File: config.mk
export PLATFORM = sky130hd
export DESIGN_NAME = rans32_ctrl
export DESIGN_NICKNAME = d
export VERILOG_FILES = /design/src/sv/rans32_pkg.sv /design/src/sv/rans32_ctrl.sv
export SDC_FILE = /design/constraint.sdc
export NUM_CORES = 1
export LEC_CHECK = 0
export BUFFER_PORTS_ARGS = -buffer_cell sky130_fd_sc_hd__buf_2
export CAP_MARGIN = 20
export CORE_AREA = 2 2 39 41
export DETAILED_ROUTE_END_ITERATION = 10
export DIE_AREA = 0 0 41 43
export PLACE_DENSITY_LB_ADDON = 0.25
export SLEW_MARGIN = 20
export SYNTH_ARGS = -nofsm -noshare
export SYNTH_HDL_FRONTEND = slang
export SYNTH_SLANG_ARGS = --single-unit
File: constraint.sdc
create_clock -name clk -period 1.3 [get_ports clk]
set_input_delay 0.195 -clock clk [delete_from_list [all_inputs] [get_ports clk]]
set_output_delay 0.195 -clock clk [all_outputs]
set_load 0.01 [all_outputs]
File: src/sv/rans32_pkg.sv
// shared types and constants of the interleaved rans decoder
// no dependencies; used by rans32_ctrl, rans32_dp and the top level
package rans32_pkg;

    // item kinds carried on s_axis_tuser
    localparam logic [2:0] FUNC_TABLE_WR = 3'd0;
    localparam logic [2:0] FUNC_LANE_INIT = 3'd1;
    localparam logic [2:0] FUNC_ROUND = 3'd2;
    localparam logic [2:0] FUNC_FWD_WORD = 3'd3;
    localparam logic [2:0] FUNC_REV_WORD = 3'd4;

    // lane count and table size are fixed by the item and result layouts
    localparam int LANES = 32;
    localparam int TABLE_BITS = 12;

    localparam int STATE_W = 32;
    localparam int COUNT_W = 5;
    localparam int SYM_MSB = 31;
    localparam int SYM_LSB = 24;
    localparam int IN_DATA_W = 104;
    localparam int IN_USER_W = 3;
    localparam int OUT_DATA_W = 24;

    // one input request, unpacked
    typedef struct packed {
        logic [2:0]  func;
        logic [11:0] table_index;
        logic [31:0] table_word;
        logic [4:0]  lane;
        logic [31:0] lane_state;
        logic [15:0] stream_word;
    } item_t;

    // one result request
    typedef struct packed {
        logic [7:0]         symbol;
        logic [4:0]         symbol_lane;
        logic               last;
        logic [COUNT_W-1:0] forward_words_needed;
        logic [COUNT_W-1:0] reverse_words_needed;
        logic               finished;
    } result_t;

    // controller to datapath
    typedef struct packed {
        logic accept;
        logic start;
        logic issue;
        logic cfg_we;
    } cmd_t;

    // datapath to controller
    typedef struct packed {
        logic startable;
        logic can_issue;
        logic issue_last;
        logic b_busy;
    } status_t;

    typedef enum logic [2:0] {
        S_IDLE  = 3'b001,
        S_RUN   = 3'b010,
        S_DRAIN = 3'b100
    } ctrl_state_t;

endpackage

File: src/sv/rans32_ctrl.sv
// sequencer of the rans decoder: accepts requests and steps a decode round
// depends on rans32_pkg
module rans32_ctrl
    import rans32_pkg::*;
(
    input  logic        clk,
    input  logic        rst_n,
    input  logic        in_valid,
    input  logic [2:0]  in_func,
    input  logic        cfg_valid,
    input  status_t     status,
    output logic        in_ready,
    output logic        cfg_ready,
    output cmd_t        cmd
);

    ctrl_state_t state_reg;
    ctrl_state_t state_next;

    // handshakes are taken only between rounds
    assign in_ready = (state_reg == S_IDLE);
    assign cfg_ready = (state_reg == S_IDLE);

    always_comb
    begin
        cmd.accept = in_valid && (state_reg == S_IDLE);
        cmd.start = cmd.accept && (in_func == FUNC_ROUND) && status.startable;
        cmd.issue = (state_reg == S_RUN) && status.can_issue;
        cmd.cfg_we = cfg_valid && (state_reg == S_IDLE);
    end

    // next state
    always_comb
    begin
        state_next = state_reg;
        case (state_reg)
            S_IDLE:
            begin
                if (cmd.start)
                    state_next = S_RUN;
            end
            S_RUN:
            begin
                if (cmd.issue && status.issue_last)
                    state_next = S_DRAIN;
            end
            S_DRAIN:
            begin
                if (!status.b_busy)
                    state_next = S_IDLE;
            end
            default:
            begin
                state_next = S_IDLE;
            end
        endcase
    end

    always_ff @(posedge clk or negedge rst_n)
    begin
        if (!rst_n)
            state_reg <= S_IDLE;
        else
            state_reg <= state_next;
    end

endmodule

## Word-level counts from Yosys, hierarchy flattened

Cells that the tools add are included.

| storage, ports and cells | value |
|---|---|
| register bits | 3 |
| input port bits | 11 |
| output and inout bits | 6 |

| cells by class | value |
|---|---|
| equal/unequal tests | 7 |
| muxes and demuxes | 4 |
| reductions and logical operators | 7 |

Operators with widths:

| kind | count |
|---|---|
| two-way mux 3 bit | 3 |
| one-hot mux 3 bit (3 select lines) | 1 |
| equality test 3 x 2 -> 1 bit, second input constant | 2 |
| logical AND 1 bit | 6 |
| != test 2 x 1 -> 1 bit, second input constant | 2 |
| equality test 3 x 1 -> 1 bit, second input constant | 1 |
| equality test 3 bit, second input constant | 1 |
| AND reduction 3 bit | 1 |
| != test 2 bit, second input constant | 1 |

## Longest topological paths before layout

Gate-level depths: netlist of the first run.

| logic depth | value |
|---|---|
| word-level depth | 6 |
| depth in mapped cells | 3 |

## Worst setup path after synthesis of the first run

Ideal clock, no wire load.

| timing path | value |
|---|---|
| kind | register to output |
| start | register state_reg[0] |
| end | output port cmd[2] in the netlist's numbering |
| arrival | 1.116 ns |
| data required time | 1.105 ns |
| setup slack | -0.011 ns |
| cell stages (with the launch flop) | 3 |
| path through | dfstp_2 nor3b_4 and4b_4 |

RTL lines:

| element | line | source |
|---|---|---|
| start: declaration | rans32_ctrl.sv:17 | `ctrl_state_t state_reg;` |
| start signal: assignment | rans32_ctrl.sv:64 | `state_reg <= state_next;` |
| end: declaration | rans32_ctrl.sv:14 | `output cmd_t cmd` |

==> metrics, run 1 <==
Max-Cap Viols=0; vias per std cell=3.98; share of the clock period used by the worst path=114%; critical-path cell list=nor3b_4 -> buf_4 -> and2_4 -> buf_6; Reg area=76.3 sq um; Clock Root Buffer=clkbuf_4; # H-tree levels=1; # IOs=17; Post-Layout Cell Count=62; Placed Instances=55; Initial DRT Pass Iterations=3; hold depth=3; Hold Crit Class=in -> reg; clock skew=1.69 ps; unrepaired setup endpoints after global routing=true; Initial Util=15.5%; failing checks=negative setup slack; Post-synth ARST share=100%; final count of negative-setup-slack endpoints=6; placer congestion estimate=0.642; critical path depth=4; GR Overflow Total=0; post-synthesis mux area share=0%; Setup crit start kind=register; Synth Warn #=0; Slew @ Worst Pin=232 ps; worst-case reg-to-reg path depth=4; drt total wl=531 um; Die Span X=41 um; Hold Slack=270 ps; CTS tree=built; post-synth top area cell=dfrtp_1; DRC viols=0; fin nets=58; first-pass GRT wire length=710 um; Multi-input gate area=134 sq um; # rows=14; Core Area=1380 sq um; Syn Inst Count=21; Clk pwr share=51.3%; ys flop type=dfrtp_1; CP Class=reg -> out; via count=247; Initial DRC Count=1; initial antenna violation count=0; ranking of synthesized cells by area=dfrtp_1 (23%), dfstp_2 (12%), nor3b_4 (8.8%); P_sw=0.0673 mW; slowest CP cell=dfstp_2; Reg clk slew, reported paths=40 ps; diode count=0; Synth Register Bits=3; share of post-route cells with drive strength above 1=67.4%; Slew headroom=84.3%; Max Freq=673 MHz; Synth Area in Adders=0%; Req. time, crit path=1110 ps; Fillers=157; status=finished with violations; largest net degree at the start of global routing=6; Distinct cells, synth=18; CP top delay family=flip-flops; number of synthesized flops with an enable pin=0; Comb pwr share=18.1%; Compound-Gate Fraction of Synth Area=8.77%; most frequent cells after synthesis=a21oi_1 (2), and2_2 (2), dfrtp_1 (2); Crit path arrival time=1290 ps; Max Slew Vio Count=0; Die Ht=43 um; fin crit period=1490 ps; CP Capture Type=primary output; input/output buffers=16; Sinks on Clock Net=3; sequential share of the synthesized area=35.7%; Clock Path Buffers=2; Mean Syn Cell Area=10.2 sq um; largest stage delay on the critical path=520 ps; post-route setup slack=-185 ps; Tot GR Track Use=6.44%; share of the synthesized area in the top cell type=23.4%; Leak=0.207 nW; sw frac=21.4%; DPL Wire Length=407 um; Post-Synth Simple-Gate Area=50.3%; sequential group share of total power=30.6%; cell area after synthesis=214 sq um; max FFs per register=3; Synth Area in XOR/XNOR=0%; clk_lat worst skew=230 ps; Fin. Hold Viols=0; Syn Nets=32; cts bufs inserted=3; crit path max fanout=4; power density cells=768 nW/um^2; vias in the first global route=197; P_int=0.248 mW; CP Buf/Inv Count=2; VDD IR max=389 uV; Antenna Violating Nets Remaining=0; DIE AREA=1760 sq um; WL/cell=8.56 um; Synth-to-Final Area Change=91.8%; largest family of logic cells by synthesized area=simple AND/OR/NAND/NOR gates
==> power groups by stage <==
stage               Sequential [mW]  Combinational, mW  Clock, mW
floorplan                    0.0980             0.0191          0
global placement             0.0974             0.0452          0
detailed placement           0.0974             0.0449          0
CTS                          0.0963             0.0570      0.174
global route                 0.0963             0.0630      0.186
finish                       0.0964             0.0571      0.162
==> worst register-to-register path: stages, from the launching register on <==
cell	delay, ps
dfstp_2	520
nor3b_4	180
and4b_4	260
buf_4	110
nor2_2	30
==> routing by layer <==
layer / wire length (um) / global-route usage, % / vias up
li1: - / - / 125
met1: 207 / 7.12 / 109
met2: 259 / 7.81 / 13
met3: 64 / 2.62 / 0
met4: 0 / 8.00 / 0
met5: 0 / 0 / -
==> final timing paths <==
path                         startpoint  slack, ps            to
min                           status[0]        270  state_reg[2]
max reg2reg                state_reg[0]        140  state_reg[0]
max in group asynchronous         rst_n        830  state_reg[0]
min reg2reg                state_reg[2]        530  state_reg[1]
max                        state_reg[0]       -190        cmd[3]
min in group asynchronous         rst_n        280  state_reg[1]
==> final cells by class <==
cell class,instances,area share [%]
clock buffers,4,6.40
inverters,1,0.915
multi-input cells,16,32.6
flip-flops and latches,3,18.6
well taps,16,4.88
repair buffers,22,36.6
==> what timing repair did <==
item | 4_1_cts | 5_1_grt
setup buffers | 1 | 1
pin swaps | 1 | 1
endpoints found under the hold margin | 3 | 0
gates resized for setup | 5 | 2
endpoints found under the setup margin | 6 | 6
hold buffers | 1 | 0
==> per-stage QoR <==
step	cell area (sq um)	TNS (ps)	setup slack, ps	total power [mW]	utilization, %
CTS	394	-926	-207	0.327	28.5
global placement	329	0	45.2	0.143	23.8
finish	410	-765	-185	0.315	29.7
global route	410	-1290	-270	0.345	29.7
floorplan	214	-11.0	-11.0	0.117	-
detailed placement	329	0	29.7	0.142	23.8
==> cells by family (layout without fill, tap and decap cells) <==
group,after synthesis,after routing
flops,3,3
buf+inv,2,27
compound gates,3,3
simple gates,13,13
==> layout by cell type (no fill, tap or decap), types with 2 or more instances in the layout <==
master | netlist | layout
a21oi_1 | 2 | 2
and2_4 | 0 | 2
buf_2 | 0 | 13
buf_4 | 1 | 4
buf_6 | 0 | 4
clkbuf_4 | 0 | 3
dfrtp_1 | 2 | 2
Power figures use the tool's default switching activity.
==> run 2: changes to the inputs <==
- ABC_AREA: not set -> 1
==> run 2 against run 1 <==
  * The run still ends with negative setup slack left
  * Largest cell class is now multi-input combinational cells
  * Highest routed layer unchanged
  * Critical endpoint is now cmd[1]
  * Design area fell by 9.1%
  * Critical path type unchanged
  * Clock skew about the same
  * Total power increased by 54%
==> metrics, run 2 <==
status=finished with violations; failing checks=negative setup slack; Slew headroom=80.7%; sequential share of the synthesized area=33.7%; largest net degree at the start of global routing=7; Syn Nets=41; CTS tree=built; Slew @ Worst Pin=288 ps; CP Capture Type=primary output; Setup crit start kind=register; Reg area=76.3 sq um; post-route setup slack=-53.9 ps; Mean Syn Cell Area=7.55 sq um; Die Span X=41 um; met1 wire length=210 um; # IOs=17; Initial DRC Count=3; slowest CP cell=dfstp_2; Distinct cells, synth=16; DRC viols=0; Initial Util=16.4%; number of synthesized flops with an enable pin=0; first-pass GRT wire length=834 um; WL/cell=7.50 um; share of the clock period used by the worst path=104%; Syn Inst Count=30; CP top delay family=flip-flops; most frequent cells in the layout=buf_2 (16), inv_1 (7), nor2_1 (4); DPL Wire Length=437 um; clock skew=1.79 ps; Fin. Hold Viols=0; Core Area=1380 sq um; most common cell after layout, fill and taps aside=buf_2; most frequent cells after synthesis=inv_1 (7), nor2_1 (5), nand2_1 (3), a21oi_1 (2), dfrtp_1 (2); vias per std cell=3.68; Fillers=157; DIE AREA=1760 sq um; Placement Cell Area=319 sq um; ys flop type=dfrtp_1; Die Ht=43 um; Clock Path Buffers=2; CP Buf/Inv Count=2; fin util=26.9%; Tot GR Track Use=7.75%; power density cells=1300 nW/um^2; Max Freq=739 MHz; Post-synth ARST share=100%; Multi-input gate area=115 sq um; ranking of synthesized cells by area=dfrtp_1 (22%), dfstp_2 (12%), inv_1 (12%); Crit path arrival time=1160 ps; cell area after synthesis=226 sq um; vias in the first global route=221; uppermost layer routed=met3; final count of negative-setup-slack endpoints=4; clk_lat worst skew=230 ps; VDD IR max=455 uV; Max Slew Vio Count=0; Sinks on Clock Net=3; fin nets=64; Initial DRT Pass Iterations=2; Antenna Violating Nets Remaining=0; Hold Crit Class=in -> reg; Synth Warn #=0; drt total wl=510 um; Clock Root Buffer=clkbuf_4; most frequent cell after synthesis=inv_1; unrepaired setup endpoints after global routing=true; input/output buffers=16; post-synth top area cell=dfrtp_1; crit path max fanout=2; met3 wire length=48 um; Req. time, crit path=1110 ps; post-layout instance area=373 sq um; fin crit period=1350 ps; Reg clk slew, reported paths=40 ps; Synth Register Bits=3; GR Overflow Total=0; pre-CTS setup slack=120 ps; largest stage delay on the critical path=540 ps; wire length on met2=250 um; cts bufs inserted=3; share of the synthesized area in the top cell type=22.1%; Top cell by count, worst path=nor2_2; placer congestion estimate=0.602; CP Class=reg -> out; Leak=0.214 nW; # H-tree levels=1; diode count=0; via count=250; # rows=14; Synth-to-Final Area Change=64.6%; critical-path cell list=buf_4 -> nor2_2 -> nand2_2 -> nor2_2 -> buf_2; Max-Cap Viols=0; initial antenna violation count=0; share of post-route cells with drive strength above 1=53.8%; max FFs per register=3
==> run 2: kinds of logic (layout without fill, tap and decap cells) <==
| kind of cell | after synthesis | after routing | share of synthesized area, % |
|---|---|---|---|
| flip-flops | 3 | 3 | 33.7 |
| AND/OR/NAND/NOR | 14 | 14 | 38.7 |
| buffers and inverters | 9 | 31 | 16.6 |
| AO/OA/AOI/OAI | 4 | 4 | 11.1 |
==> run 2: power by group <==
part	switching, mW	internal (mW)
clock	0.0473	0.115
sequential	0.0121	0.117
combinational	0.102	0.0921
==> run 2: layer usage <==
| metal | track usage, % | vias up |
|---|---|---|
| met2 | 9.38 | 12 |
| li1 | - | 134 |
| met1 | 8.41 | 104 |
| met4 | 10.0 | 0 |
| met3 | 3.14 | 0 |
| met5 | 0 | - |
==> run 2: what timing repair did <==
action	4_1_cts	5_1_grt
endpoints found under the hold margin	3	0
setup buffers	2	0
setup endpoints to repair	6	7
hold buffers	1	0
resized for setup	0	1
pin swaps	4	0
==> run 2: area by class of cell <==
type                    instances  share of cell area [%]
repair buffers                 19                    28.2
multi-input cells              18                    30.9
inverters                       8                    8.05
well taps                      16                    5.37
flip-flops and latches          3                    20.5
clock buffers                   4                    7.05
==> run 2: worst paths after layout <==
kind,startpoint,to,slack (ps),cells after the start
worst max-delay path,state_reg[0],cmd[1],-50,5
worst min register to register,state_reg[1],state_reg[0],570,2
worst min-delay path,status[1],state_reg[2],200,2
min in group asynchronous,rst_n,state_reg[2],290,2
max in group asynchronous,rst_n,state_reg[0],820,2
worst max register to register,state_reg[0],state_reg[1],40,6
==> run 2: metrics by stage <==
stage	hold WS (ps)	total power, mW	std cells	TNS (ps)
4_1_cts	196	0.494	68	-217
6_report	201	0.485	68	-139
3_3_place_gp	-6.03	0.308	61	0
2_1_floorplan	-101	0.258	30	0
5_1_grt	196	0.533	68	-514
3_5_place_dp	-3.97	0.308	61	0
